===== config.mk =====
export PLATFORM = sky130hd
export DESIGN_NAME = lpht_ctrl
export DESIGN_NICKNAME = d
export VERILOG_FILES = /design/src/sv/lpht_pkg.sv /design/src/sv/lpht_ctrl.sv
export SDC_FILE = /design/constraint.sdc
export NUM_CORES = 1
export LEC_CHECK = 0
export BUFFER_PORTS_ARGS = -buffer_cell sky130_fd_sc_hd__buf_4
export CAP_MARGIN = 20
export CORE_MARGIN = 1
export CORE_UTILIZATION = 47
export CTS_CLUSTER_SIZE = 28
export DETAILED_ROUTE_END_ITERATION = 8
export HOLD_SLACK_MARGIN = 0.1
export PLACE_DENSITY = 0.77
export RECOVER_POWER = 100
export SKIP_CTS_REPAIR_TIMING = 1
export SYNTH_ARGS = -nofsm -noshare
export SYNTH_HDL_FRONTEND = slang
export SYNTH_SLANG_ARGS = --single-unit

===== constraint.sdc =====
create_clock -name clk -period 1.6 [get_ports clk]
set_input_delay 0.08 -clock clk [delete_from_list [all_inputs] [get_ports clk]]
set_output_delay 0.08 -clock clk [all_outputs]
set_load 0.05 [all_outputs]

===== src/sv/lpht_pkg.sv =====
// Shared types and constants for the linear-probe hash table.
`default_nettype none
package lpht_pkg;

	localparam int unsigned DEPTH_DEF      = 1024;
	localparam int unsigned KEY_BITS_DEF   = 32;
	localparam int unsigned VALUE_BITS_DEF = 32;
	localparam logic [63:0] GOLDEN_MULT    = 64'd11400714819323198485;
	localparam logic [10:0] FILL_RESET     = 11'd512;
	localparam logic [1:0]  ADDR_FILL_LIMIT = 2'd0;

	typedef enum logic [1:0] {
		OP_INSERT = 2'd0,
		OP_LOOKUP = 2'd1,
		OP_REMOVE = 2'd2,
		OP_NONE   = 2'd3
	} op_t;

	typedef enum logic [2:0] {
		ST_INSERTED = 3'd0,
		ST_UPDATED  = 3'd1,
		ST_FOUND    = 3'd2,
		ST_NOTFOUND = 3'd3,
		ST_REMOVED  = 3'd4,
		ST_FULL     = 3'd5
	} status_t;

	// Datapath commands
	typedef enum logic [3:0] {
		CMD_IDLE,
		CMD_LOAD,      // latch request, start home hash
		CMD_HASH,      // wait on the home hash, load probe pointer when done
		CMD_READ,      // issue memory read at probe pointer, remember slot
		CMD_SREAD,     // memory read during the shift, hit slot kept
		CMD_NEXT,      // advance probe pointer
		CMD_WR_NEW,    // write new entry at probe pointer
		CMD_WR_VAL,    // write value at probe pointer
		CMD_HOLE,      // open hole at probe slot, point at next
		CMD_HREAD,     // start home hash of read entry
		CMD_MOVE,      // move read entry into hole, hole <= pointer, point at next
		CMD_CLR_HOLE,  // clear valid at the final hole
		CMD_RESULT     // register result
	} cmd_t;

	typedef struct packed {
		cmd_t        cmd;
		status_t     status;
		logic        use_slot;
		logic        use_val;
		logic [1:0]  cnt_op;   // 0 keep, 1 inc, 2 dec
	} ctrl_t;

	typedef struct packed {
		op_t  op;
		logic hash_done;
		logic rd_valid;
		logic rd_match;
		logic probe_end;   // visited every slot
		logic below_limit;
		logic mover;       // read entry may move back into the hole
		logic clearing;    // valid memory clearing pass after reset
	} stat_t;

	localparam logic [1:0] CNT_KEEP = 2'd0;
	localparam logic [1:0] CNT_INC  = 2'd1;
	localparam logic [1:0] CNT_DEC  = 2'd2;

endpackage
`default_nettype wire


===== src/sv/lpht_ctrl.sv =====
// Controller: sequences probe, insert, update and backward-shift removal.
`default_nettype none
module lpht_ctrl (
	input  wire             clk,
	input  wire             arst_n,
	input  wire             in_fire,
	input  wire             out_free,
	input  lpht_pkg::stat_t stat,
	output lpht_pkg::ctrl_t ctrl,
	output logic            busy,
	output logic            res_valid_set
);
	typedef enum logic [3:0] {
		S_IDLE, S_HASH, S_READ, S_CHECK, S_SH_READ, S_SH_CHECK, S_SH_HASH, S_DONE
	} state_t;

	state_t           state_q;
	lpht_pkg::ctrl_t  res_q;

	assign busy = state_q != S_IDLE || stat.clearing;
	assign res_valid_set = state_q == S_DONE && out_free;

	always_comb begin
		ctrl = res_q;
		ctrl.cmd = lpht_pkg::CMD_IDLE;
		case (state_q)
			S_IDLE:    if (in_fire) ctrl.cmd = lpht_pkg::CMD_LOAD;
			S_HASH:    ctrl.cmd = lpht_pkg::CMD_HASH;
			S_READ:    ctrl.cmd = lpht_pkg::CMD_READ;
			S_CHECK: begin
				if (stat.probe_end) ctrl.cmd = lpht_pkg::CMD_IDLE;
				else if (!stat.rd_valid) begin
					if (stat.op == lpht_pkg::OP_INSERT && stat.below_limit)
						ctrl.cmd = lpht_pkg::CMD_WR_NEW;
				end else if (stat.rd_match) begin
					if (stat.op == lpht_pkg::OP_INSERT) ctrl.cmd = lpht_pkg::CMD_WR_VAL;
					else if (stat.op == lpht_pkg::OP_REMOVE) ctrl.cmd = lpht_pkg::CMD_HOLE;
				end else ctrl.cmd = lpht_pkg::CMD_NEXT;
			end
			S_SH_READ:  ctrl.cmd = lpht_pkg::CMD_SREAD;
			S_SH_CHECK: ctrl.cmd = (stat.rd_valid && !stat.probe_end) ? lpht_pkg::CMD_HREAD
				: lpht_pkg::CMD_CLR_HOLE;
			S_SH_HASH: if (stat.hash_done)
				ctrl.cmd = stat.mover ? lpht_pkg::CMD_MOVE : lpht_pkg::CMD_NEXT;
			S_DONE:    if (out_free) ctrl.cmd = lpht_pkg::CMD_RESULT;
			default:   ctrl.cmd = lpht_pkg::CMD_IDLE;
		endcase
	end

	always_ff @(posedge clk or negedge arst_n) begin
		if (!arst_n) begin
			state_q <= S_IDLE;
			res_q   <= '0;
		end else begin
			case (state_q)
				S_IDLE: if (in_fire) state_q <= S_HASH;
				S_HASH: if (stat.hash_done) begin
					if (stat.op == lpht_pkg::OP_NONE) begin
						res_q <= '{lpht_pkg::CMD_IDLE, lpht_pkg::ST_NOTFOUND, 1'b0, 1'b0,
							lpht_pkg::CNT_KEEP};
						state_q <= S_DONE;
					end else state_q <= S_READ;
				end
				S_READ: state_q <= S_CHECK;
				S_CHECK: begin
					state_q <= S_DONE;
					if (stat.probe_end) begin
						res_q <= '{lpht_pkg::CMD_IDLE,
							(stat.op == lpht_pkg::OP_INSERT) ? lpht_pkg::ST_FULL
							: lpht_pkg::ST_NOTFOUND, 1'b0, 1'b0, lpht_pkg::CNT_KEEP};
					end else if (!stat.rd_valid) begin
						if (stat.op != lpht_pkg::OP_INSERT)
							res_q <= '{lpht_pkg::CMD_IDLE, lpht_pkg::ST_NOTFOUND, 1'b0, 1'b0,
								lpht_pkg::CNT_KEEP};
						else if (stat.below_limit)
							res_q <= '{lpht_pkg::CMD_IDLE, lpht_pkg::ST_INSERTED, 1'b1, 1'b0,
								lpht_pkg::CNT_INC};
						else
							res_q <= '{lpht_pkg::CMD_IDLE, lpht_pkg::ST_FULL, 1'b0, 1'b0,
								lpht_pkg::CNT_KEEP};
					end else if (stat.rd_match) begin
						case (stat.op)
							lpht_pkg::OP_INSERT: res_q <= '{lpht_pkg::CMD_IDLE,
								lpht_pkg::ST_UPDATED, 1'b1, 1'b0, lpht_pkg::CNT_KEEP};
							lpht_pkg::OP_LOOKUP: res_q <= '{lpht_pkg::CMD_IDLE,
								lpht_pkg::ST_FOUND, 1'b1, 1'b1, lpht_pkg::CNT_KEEP};
							default: begin
								res_q <= '{lpht_pkg::CMD_IDLE, lpht_pkg::ST_REMOVED, 1'b1,
									1'b0, lpht_pkg::CNT_DEC};
								state_q <= S_SH_READ;
							end
						endcase
					end else state_q <= S_READ;
				end
				S_SH_READ: state_q <= S_SH_CHECK;
				// hit_q keeps the hit slot; result slot taken from the hit read
				S_SH_CHECK: state_q <= (stat.rd_valid && !stat.probe_end) ? S_SH_HASH : S_DONE;
				S_SH_HASH: if (stat.hash_done) state_q <= S_SH_READ;
				S_DONE: if (out_free) state_q <= S_IDLE;
				default: state_q <= S_IDLE;
			endcase
		end
	end
endmodule
`default_nettype wire


* Word-level counts from Yosys, hierarchy flattened
Cells that the tools add are included.
** Storage, ports and cells
- Register bits after elaboration :: 11
- Input bits :: 13
- Output and inout port bits :: 13
- Logic and storage cells :: 67
** Cells by class
- Equality and inequality tests :: 16
- Multiplexer cells :: 33
- Reductions and logical operators :: 13
** Operators by type and width (count)
- one-hot mux 4 bit (8 select lines) :: 2
- 2-to-1 mux 4 bit :: 15
- 2-to-1 mux 7 bit :: 7
- one-hot mux 7 bit (2 select lines) :: 2
- == test 4 x 3 -> 1 bit, second input constant :: 4
- inequality test 2 bit, second input constant :: 5
- 2-to-1 mux 3 bit :: 3
- == test 4 x 2 -> 1 bit, second input constant :: 2
- AND reduction 4 bit :: 2
- == test 2 bit, second input constant :: 2
- == test 4 x 1 -> 1 bit, second input constant :: 1
- logical NOT 4 bit :: 1
- 2-to-1 mux 2 bit :: 2
- inequality test 4 bit, second input constant :: 1
- nonzero test 2 bit :: 2
- nonzero test 4 bit :: 1
- logical AND 1 bit :: 3
- == test 2 x 1 -> 1 bit, second input constant :: 1
- logical NOT 2 bit :: 1
- 2-to-1 mux 1 bit :: 2
- OR reduction 2 bit :: 1
- logical NOT 1 bit :: 1
- logical OR 1 bit :: 1

* Logic depth before layout (Yosys ltp)
Gate-level depths: netlist (run 1).
- Depth after elaboration :: 7
- Depth in mapped cells :: 6
- Mapped depth without buffers :: 4

* Least setup slack after synthesis (run 1)
Ideal clock, no wire load.
- Kind :: flip-flop to output port
- Start :: reg state_q[2]
- End :: out ctrl[8] (netlist bit)
- Data arrival time :: 2.752 ns
- Required time :: 1.520 ns
- Setup slack :: -1.232 ns
- Stages on the path, launching flop included :: 5
- Path buffers :: 0
- Cells stage by stage :: dfrtp_1 -> and4bb_1 -> and2_1 -> nand2_1 -> o311ai_0
** RTL lines
- start: declaration :: RTL line lpht_ctrl.sv:17 : state_t state_q;
- start signal: assignment :: RTL line lpht_ctrl.sv:97 : S_SH_CHECK: state_q <= (stat.rd_valid && !stat.probe_end) ? S_SH_HASH : S_DONE;
- end: declaration :: RTL line lpht_ctrl.sv:9 : output lpht_pkg::ctrl_t ctrl,

==> results of run 1 <==
[metal layers]
metal	wire length [um]	vias up	global-route usage
met2	1100	45	0.480
met1	959	401	0.344
li1	-	409	-
met5	0	-	0
met3	189	2	0.0944
met4	6	0	0.0603
[layout make-up]
class,count,share of cell area
clock buffers,4,0.0340
multi-input cells,72,0.458
repair buffers,35,0.238
flip-flops and latches,10,0.234
inverters,4,0.0176
well taps,15,0.0176
[stage by stage]
stage	utilization	setup slack (ns)	hold slack [ns]	setup TNS, ns
global placement	0.691	0.0867	-0.0859	0
CTS	0.719	-0.248	-0.374	-0.561
floorplan	-	-0.183	-0.216	-0.183
global route	0.800	-0.236	0.121	-0.692
detailed placement	0.691	0.0116	-0.0827	0
finish	0.800	-0.166	0.106	-0.392
[state kept, by name, indices dropped and copies added, names as in the netlist]
register / count
ctrl: 7
state_q: 3
[how the worst max path moves through the flow]
stage / end / slack (ns) / depth (start not counted) / startpoint
floorplan: ctrl[8] / -0.18 / 4 / state_q[2]$_DFFE_PN0P_
global placement: ctrl[8] / 0.09 / 5 / state_q[2]$_DFFE_PN0P_
detailed placement: ctrl[5]$_DFFE_PN0P_ / 0.01 / 4 / state_q[1]$_DFFE_PN0P_
CTS: ctrl[8] / -0.25 / 5 / state_q[2]$_DFFE_PN0P_
global route: ctrl[8] / -0.24 / 5 / state_q[2]$_DFFE_PN0P_
finish: ctrl[8] / -0.17 / 5 / state_q[2]$_DFFE_PN0P_
[report_power, final]
group | switching (W) | internal (W)
Combinational | 0.00106 | 0.000550
Clock | 0.0000973 | 0.000138
Sequential | 0.0000661 | 0.000348
Total | 0.00123 | 0.00104
[critical path: stages (launching register included)]
cell and delay (ns):
dfrtp_1 0.41, and4bb_1 0.32, and2_4 0.19, nand2_4 0.06, o311ai_4 0.26, buf_6 0.20
[cell usage after synthesis, drive strengths merged, types with 2 or more instances]
library cell,count
a32oi,2
o211ai,2
a211oi,3
nor2,7
inv,4
o22ai,2
clkbuf,4
nand2b,5
o21ai,8
dfrtp,10
a31oi,2
buf,2
a21oi,11
nand3,3
nand2,13
[cell usage in the layout, fill, tap and decap left out, types with 3 or more instances in the layout]
cell type / synthesis / layout
inv_1: 4 / 3
nand2_1: 13 / 12
a21oi_1: 11 / 9
clkbuf_4: 0 / 3
dfrtp_1: 10 / 10
o21ai_0: 8 / 6
nor2_1: 7 / 6
buf_4: 0 / 21
buf_6: 0 / 5
clkbuf_1: 4 / 8
nand2b_1: 5 / 5
[cell families after synthesis]
| kind of cell | Yosys count |
|---|---|
| and+or+nand+nor | 37 |
| AOI/OAI and AO/OA | 34 |
| DFF | 10 |
| buffers and inverters | 10 |
==> metrics.txt, run 1 <==
clk buf depth 2; Storage cell area 250 um2; Synth cell types 28; min cycle time layout 1.77 ns; post-synthesis xor/xnor area fraction 0; # setup viols final 3; routed vias 857; setup slack, reg-to-reg 0.05 ns; Worst Reg-to-Reg Cells 5; IO Pins 26; Final Hold Viols 0; Design Area, Final 0.00107 mm2; Yosys top cell area share 0.366; total CTS buffers 3; CP Data Required Time 1.52 ns; Avg Synthesized Cell Area 7.52 um2; initial antenna violation count 0; cell count after placement 129; RR Endpoint ctrl[5]$_DFFE_PN0P_; Synth Instances 91; P_leak 0.474 nW; worst hold-check path type in2reg; Compound-Gate Fraction of Synth Area 0.305; CTS sink count 10; Post-synth top flop dfrtp_1; Max Freq 566 MHz; max-cap violation count 0; maximum number of pins on one net before global-route repair 15; Synth Area in Simple Gates 0.271; CP Class reg2out; Area Growth Syn to Fin 55.9%; filler cell count 91; die area 0.00161 mm2; final setup margin -0.166 ns; start point of the worst hold path stat[3]; post-route clock period utilization 1.10; Post-Syn Nets 104; vias in the first global route 661; Seq/Total Area, Yosys 0.366; WL final 2250 um; reg-to-reg startpoint state_q[0]$_DFFE_PN0P_; nets 139; fin. max-slew vios 0; dpl hpwl 1480 um; core area 0.00133 mm2; Via density 6.12; CTS tree done; violations in the final reports setup timing; Worst Setup End Kind primary output; hold path depth 3; gpl congestion 0.838; async set-or-reset flop fraction in the synthesized netlist 1.00; DR pass1 iterations 4; Synth area leader dfrtp_1; slew at the pin with the worst max-slew slack 0.608 ns; Ant. Diodes 0; All-Layer GR Usage 0.283; DRT iter0 DRCs 50; post-route ant nets 0; DRC 0; critical-path maximum fanout 4; grt total ovfl 0; chip width 40.2 um; share of layout cells above drive strength 1 0.376; worst skew pair latency 0.27 ns; Hold Crit Endpoint ctrl[6]$_DFFE_PN0P_; synth warn 0; worst vdd ir 1.33 mV; overall power consumption 0.00226 W; RSZ-0062 raised after global routing yes; Die H 40.2 um; EDFF count, synth 0; mux contribution to synthesized area 0; H-tree depth 1; Post-Syn Area 684 um2; CTS root buf clkbuf_4; DR WL/cell 16.1 um; Multi-input gate area 489 um2; clk slew on worst S/H paths 0.08 ns; IO buf count 25; Slew HR 0.595; Area contributors post-synth dfrtp_1 37%, a21oi_1 8.0%, nand2_1 7.1%; Initial Util 0.513; status finished with violations; adder-cell share of the synthesized area 0; number of synthesized register bits 10; largest family of logic cells by synthesized area compound AO/OA/AOI/OAI gates; Pwr Density 2120 mW/mm2; Startpoint Class flip-flop; first-pass GRT wire length 2920 um; Site Rows 13; Non-Filler Instances 140; worst path arrival time 1.69 ns; DP Area 922 um2; clock skew after layout 0.0100 ns
(Power assumes the default switching activity.)
==> inputs of run 2 (changes only) <==
- ABC_AREA: not set -> 1
- CORE_UTILIZATION: 47 -> 52
- CTS_BUF_LIST: not set -> sky130_fd_sc_hd__clkbuf_8
- PLACE_DENSITY: 0.77 -> 0.81
==> run 2 against run 1 <==
Against the previous run:
- wire length is 13% higher
- utilization rose by 2.6 points
- critical endpoint is now ctrl[9]
- sequential cell count is the same
- clock skew is 0.0085 ns lower
- the flow still finishes with violations (setup timing)
==> metrics.txt, run 2 <==
All-Layer GR Usage 0.263 (was 0.283); IO Pins 26 (unchanged); DR WL/cell 14.9 um (was 16.1 um); routed vias 992 (was 857); violations in the final reports setup timing (unchanged); H-tree depth 1 (unchanged); Yosys top cell area share 0.304 (was 0.366); Final Hold Viols 0 (unchanged); clk buf depth 2 (unchanged); cell count after placement 159 (was 129); share of layout cells above drive strength 1 0.344 (was 0.376); slew at the pin with the worst max-slew slack 0.611 ns (was 0.608 ns); Post-Syn Nets 134 (was 104); clock skew after layout 0.00156 ns (was 0.0100 ns); grt total ovfl 0 (unchanged); post-route ant nets 0 (unchanged); max reg flops 7 (unchanged); Sw Pwr 0.00145 W (was 0.00123 W); Combinational Power Share 0.701 (was 0.713); fin. max-slew vios 0 (unchanged); Die H 41.8 um (was 40.2 um); clk slew on worst S/H paths 0.04 ns (was 0.08 ns); Post-Syn Area 823 um2 (was 684 um2); dpl hpwl 1710 um (was 1480 um); commonest non-fill, non-tap cell in the layout nand2_1 (was buf_4); Worst Setup End Kind primary output (unchanged); final core utilization 0.826 (was 0.800); worst hold-check path type in2reg (unchanged); DR pass1 iterations 4 (unchanged); DRT iter0 DRCs 93 (was 50); CTS root buf clkbuf_8 (was clkbuf_4); Seq/Total Area, Yosys 0.304 (was 0.366); Synth cell types 24 (was 28); CP Data Required Time 1.52 ns (about the same); Synth Instances 121 (was 91); final setup margin -0.0481 ns (was -0.166 ns); Ant. Diodes 0 (unchanged); Via density 5.77 (was 6.12); pre-CTS WS 0.104 ns (was 0.0116 ns); vias in the first global route 855 (was 661); Slew HR 0.595 (about the same); WL final 2560 um (was 2250 um); Site Rows 13 (unchanged); IO buf count 25 (unchanged); status finished with violations (unchanged); P_leak 0.578 nW (was 0.474 nW); chip width 41.8 um (was 40.2 um); max-cap violation count 0 (unchanged); synth warn 0 (unchanged); crit path launch state_q[2]$_DFFE_PN0P_ (unchanged); Startpoint Class flip-flop (unchanged); Area Growth Syn to Fin 38.8% (was 55.9%); Synth area leader dfrtp_1 (unchanged); Post-synth top flop dfrtp_1 (unchanged); worst skew pair latency 0.23 ns (was 0.27 ns); async set-or-reset flop fraction in the synthesized netlist 1.00 (unchanged); RSZ-0062 raised after global routing yes (unchanged); top-count cell post-synth nand2_1 (unchanged); Post-synth top cells 33 x nand2_1, 17 x nor2_1, 12 x nand3_1, 10 x dfrtp_1, 10 x inv_1 (was 13 x nand2_1, 11 x a21oi_1, 10 x dfrtp_1, 8 x o21ai_0, 7 x nor2_1); clock power share 0.100 (was 0.104); min cycle time layout 1.65 ns (was 1.77 ns); maximum number of pins on one net before global-route repair 11 (was 15); Pwr Density 2240 mW/mm2 (was 2120 mW/mm2); Avg Synthesized Cell Area 6.80 um2 (was 7.52 um2); gpl congestion 0.939 (was 0.838); Non-Filler Instances 172 (was 140); CP Class reg2out (unchanged); Initial Util 0.595 (was 0.513); # setup viols final 1 (was 3); Reg power frac 0.200 (was 0.183); worst vdd ir 1.71 mV (was 1.33 mV); number of synthesized register bits 10 (unchanged); start point of the worst hold path stat[8] (was stat[3]); Max Freq 607 MHz (was 566 MHz); EDFF count, synth 0 (unchanged); DRC 0 (unchanged); core area 0.00138 mm2 (was 0.00133 mm2); CTS sink count 10 (unchanged); first-pass GRT wire length 3550 um (was 2920 um); Sw Share 0.564 (was 0.542); post-route clock period utilization 1.03 (was 1.10); critical-path maximum fanout 6 (was 4); Area contributors post-synth dfrtp_1 30%, nand2_1 15%, nor2_1 7.8% (was dfrtp_1 37%, a21oi_1 8.0%, nand2_1 7.1%); reg-to-reg startpoint state_q[0]$_DFFE_PN0P_ (unchanged); initial antenna violation count 0 (unchanged); nets 172 (was 139); Pint 0.00112 W (was 0.00104 W); most frequent cells in the layout 33 x nand2_1, 23 x buf_4, 15 x nor2_1, 10 x inv_1, 10 x nand3_1 (was 21 x buf_4, 12 x nand2_1, 10 x dfrtp_1, 9 x a21oi_1, 8 x clkbuf_1); worst path arrival time 1.57 ns (was 1.69 ns); total CTS buffers 3 (unchanged); filler cell count 106 (was 91); die area 0.00175 mm2 (was 0.00161 mm2); CTS tree done (unchanged)
==> run 2: cell count changes after synthesis, moves of 5 or more <==
cell | previous run | this run
a21oi_1 | 11 | 4
inv_1 | 4 | 10
nand2_1 | 13 | 33
nand2b_1 | 5 | 0
nand3_1 | 3 | 12
nand4_1 | 1 | 7
nor2_1 | 7 | 17
==> run 2: cell type report <==
type	instances	area, um2	area share
Clock buffer	3	41.3	0.0361
Inverter	15	66.3	0.0581
Multi-Input combinational cell	93	507	0.444
Sequential cell	10	254	0.222
Tap cell	15	18.8	0.0164
Timing Repair Buffer	36	255	0.223
==> run 2: stage by stage <==
stage               power [W]  hold WS [ns]  instance area (um2)  TNS, ns
floorplan             0.00171        -0.216                  831        0
global placement      0.00204       -0.0896                 1010        0
detailed placement    0.00208       -0.0876                 1010        0
CTS                   0.00234        -0.335                 1060   -0.402
global route          0.00268         0.197                 1140   -0.246
finish                0.00256         0.187                 1140  -0.0481
==> run 2: cell families (layout without fill, tap and decap cells) <==
| family | count (synthesis) | in the layout | share of synthesized area |
|---|---|---|---|
| AO/OA/AOI/OAI | 13 | 13 | 0.0942 |
| flip-flops | 10 | 10 | 0.304 |
| AND/OR/NAND/NOR | 80 | 80 | 0.485 |
| buffers and inverters | 18 | 54 | 0.117 |
==> run 2: layer usage <==
| layer | GRT usage | vias to the layer above | wire length [um] |
|---|---|---|---|
| met5 | 0 | - | 0 |
| met4 | 0.103 | 0 | 96 |
| met3 | 0.0522 | 17 | 216 |
| met2 | 0.438 | 73 | 1260 |
| met1 | 0.330 | 437 | 983 |
| li1 | - | 465 | - |
==> run 2: path summary, 6_finish.rpt <==
check / endpoint / slack, ns / cells after the start
setup / recovery: ctrl[9] / -0.05 / 8
hold / removal: ctrl[2]$_DFFE_PN0P_ / 0.19 / 4
setup reg to reg: ctrl[1]$_DFFE_PN0P_ / 0.20 / 8
hold reg to reg: ctrl[6]$_DFFE_PN0P_ / 0.48 / 2
max in group asynchronous: state_q[0]$_DFFE_PN0P_ / 0.88 / 2
min in group asynchronous: ctrl[5]$_DFFE_PN0P_ / 0.33 / 2
==> run 2: critical path: stages, from the launching register on <==
cell and delay [ns]:
dfrtp_2 0.45, inv_8 0.09, nand3_4 0.12, nor2_4 0.16, inv_2 0.07, a21oi_2 0.12
nand2_1 0.09, nand3_2 0.09, buf_8 0.15
==> run 2: power groups by stage <==
| stage | Combinational [W] | Sequential (W) | Clock, W |
|---|---|---|---|
| after floorplan | 0.00105 | 0.000659 | 0 |
| after global placement | 0.00152 | 0.000519 | 0 |
| after detailed placement | 0.00155 | 0.000529 | 0 |
| after CTS | 0.00156 | 0.000525 | 0.000258 |
| after global routing | 0.00188 | 0.000523 | 0.000276 |
| final | 0.00180 | 0.000512 | 0.000255 |
==> inputs of run 3 (changes only) <==
- BUFFER_PORTS_ARGS: -buffer_cell sky130_fd_sc_hd__buf_4 -> not set
- CORE_UTILIZATION: 52 -> 55
- DONT_BUFFER_PORTS: not set -> 1
- PLACE_DENSITY: 0.81 -> 0.78
==> run 3 against run 2 <==
Against the previous run:
- the run still ends with setup timing left
- power up 2.7%
- sequential power up 49%
- register-to-register slack worse by 0.04 ns
- first-iteration DRC count down 65%
- clock skew up 0.00054 ns
- clock power up 25%
- non-clock buffer count down 18
- design area down 4.5%
- global-route usage up 0.80 points
- combinational power down 14%
- critical path type unchanged
- critical endpoint is now ctrl[8]
==> metrics.txt, run 3 (synthesis gave the netlist of run 2 again) <==
status finished with violations (unchanged); violations in the final reports setup timing (unchanged); Pwr Density 2410 mW/mm2 (was 2240 mW/mm2); Sw Share 0.527 (was 0.564); DRT iter0 DRCs 33 (was 93); Via density 5.93 (was 5.77); die area 0.00166 mm2 (was 0.00175 mm2); final setup margin -0.00757 ns (was -0.0481 ns); Slew HR 0.683 (was 0.595); core area 0.00135 mm2 (was 0.00138 mm2); fin. max-slew vios 0 (unchanged); post-route ant nets 0 (unchanged); worst hold-check path type in2reg (unchanged); CP Data Required Time 1.52 ns (about the same); slew at the pin with the worst max-slew slack 0.476 ns (was 0.611 ns); most frequent cells in the layout 33 x nand2_1, 16 x nor2_1, 10 x inv_1, 10 x nand3_1, 9 x buf_4 (was 33 x nand2_1, 23 x buf_4, 15 x nor2_1, 10 x inv_1, 10 x nand3_1); critical-path cell list inv_8 -> nand3_4 -> nor2_4 -> nand4_1 -> nand4_1 -> buf_12 (was inv_8 -> nand3_4 -> nor2_4 -> inv_2 -> a21oi_2 -> nand2_1 -> nand3_2 -> buf_8); DRC 0 (unchanged); Largest stage delay, worst path 0.46 ns (was 0.45 ns); commonest non-fill, non-tap cell in the layout nand2_1 (unchanged); Slowest-stage cell, CP dfrtp_2 (unchanged); post-route clock period utilization 1.00 (was 1.03); worst skew pair latency 0.24 ns (was 0.23 ns); Final Hold Viols 0 (unchanged); worst path arrival time 1.53 ns (was 1.57 ns); min cycle time layout 1.61 ns (was 1.65 ns); cell count after placement 139 (was 159); Site Rows 13 (unchanged); Non-Filler Instances 155 (was 172); first-pass GRT wire length 2940 um (was 3550 um); WL final 2290 um (was 2560 um); initial antenna violation count 0 (unchanged); DP Area 915 um2 (was 0.00101 mm2); CTS tree done (unchanged); critical-path maximum fanout 6 (unchanged); GR peak layer met2 (unchanged); nets 154 (was 172); dpl hpwl 1630 um (was 1710 um); CP Class reg2out (unchanged); clock power share 0.121 (was 0.100); Ant. Diodes 0 (unchanged); Worst Setup End Kind primary output (unchanged); H-tree depth 1 (unchanged); max reg flops 7 (unchanged); IO buf count 0 (was 25); Combinational Power Share 0.588 (was 0.701); crit-path most repeated cell nand4_1; max-cap violation count 0 (unchanged); clk slew on worst S/H paths 0.05 ns (was 0.04 ns); RSZ-0062 raised after global routing yes (unchanged); maximum number of pins on one net before global-route repair 11 (unchanged); Area Growth Syn to Fin 32.5% (was 38.8%); gpl congestion 0.926 (was 0.939); worst vdd ir 1.75 mV (was 1.71 mV); routed vias 919 (was 992); clock skew after layout 0.00210 ns (was 0.00156 ns); Die H 40.7 um (was 41.8 um); Pint 0.00124 W (was 0.00112 W); share of layout cells above drive strength 1 0.286 (was 0.344); grt total ovfl 0 (unchanged); vias in the first global route 713 (was 855); Max Freq 622 MHz (was 607 MHz); CTS root buf clkbuf_8 (unchanged); All-Layer GR Usage 0.271 (was 0.263); clk buf depth 2 (unchanged); Initial Util 0.610 (was 0.595); Global Route met3 Usage 0.0272 (was 0.0522); Fin Hold WS 0.0773 ns (was 0.187 ns); DR WL/cell 14.8 um (was 14.9 um); Reg power frac 0.291 (was 0.200); filler cell count 92 (was 106); Startpoint Class flip-flop (unchanged); P_leak 0.538 nW (was 0.578 nW); chip width 40.7 um (was 41.8 um); # setup viols final 1 (unchanged); Sw Pwr 0.00139 W (was 0.00145 W); total CTS buffers 3 (unchanged); met1 usage 0.330 (about the same); IO Pins 26 (unchanged); Design Area, Final 0.00109 mm2 (was 0.00114 mm2); DR pass1 iterations 4 (unchanged); CTS sink count 10 (unchanged); grt met2 use 0.464 (was 0.438)
run 3: power groups by stage:
stage / Combinational, W / Clock, W / Sequential [W]
detailed placement: 0.00137 / 0 / 0.000780
floorplan: 0.00105 / 0 / 0.000659
CTS: 0.00138 / 0.000322 / 0.000776
finish: 0.00155 / 0.000319 / 0.000765
global route: 0.00166 / 0.000330 / 0.000792
global placement: 0.00135 / 0 / 0.000773
run 3: area by class of cell:
class                   count  area (um2)  area share
flip-flops and latches     10         254       0.233
repair buffers             18         198       0.181
inverters                  15        66.3      0.0608
multi-input cells          93         499       0.458
well taps                  15        18.8      0.0172
clock buffers               4        55.1      0.0505
run 3: routing by layer:
layer	wire, um	part of all wire	up-vias
li1	-	-	439
met1	926	0.40	400
met2	1050	0.46	62
met3	156	0.068	18
met4	153	0.067	0
met5	0	0	-
run 3: critical path: cells and delay by family (launching register included):
kind | cells | cell delay (ns)
buffers and inverters | 2 | 0.23
DFF | 1 | 0.46
and+or+nand+nor | 4 | 0.60
run 3: worst paths after layout:
| kind | startpoint | endpoint | slack, ns | cells past startpoint |
|---|---|---|---|---|
| worst max-delay path | state_q[2]$_DFFE_PN0P_ | ctrl[8] | -0.008 | 6 |
| worst min-delay path | stat[6] | state_q[0]$_DFFE_PN0P_ | 0.08 | 4 |
| worst max register to register | state_q[2]$_DFFE_PN0P_ | ctrl[3]$_DFFE_PN0P_ | 0.16 | 9 |
| worst min register to register | state_q[0]$_DFFE_PN0P_ | state_q[0]$_DFFE_PN0P_ | 0.63 | 2 |
| max in group asynchronous | arst_n | state_q[2]$_DFFE_PN0P_ | 1.05 | 1 |
| min in group asynchronous | arst_n | state_q[0]$_DFFE_PN0P_ | 0.23 | 1 |
run 3: per-stage QoR:
step	setup WS (ns)	util	setup TNS (ns)	power (W)
3_3_place_gp	0.116	0.677	0	0.00212
2_1_floorplan	0.145	-	0	0.00171
4_1_cts	-0.173	0.718	-0.526	0.00248
6_report	-0.00757	0.808	-0.00757	0.00263
5_1_grt	-0.0996	0.808	-0.287	0.00279
3_5_place_dp	0.101	0.677	0	0.00215
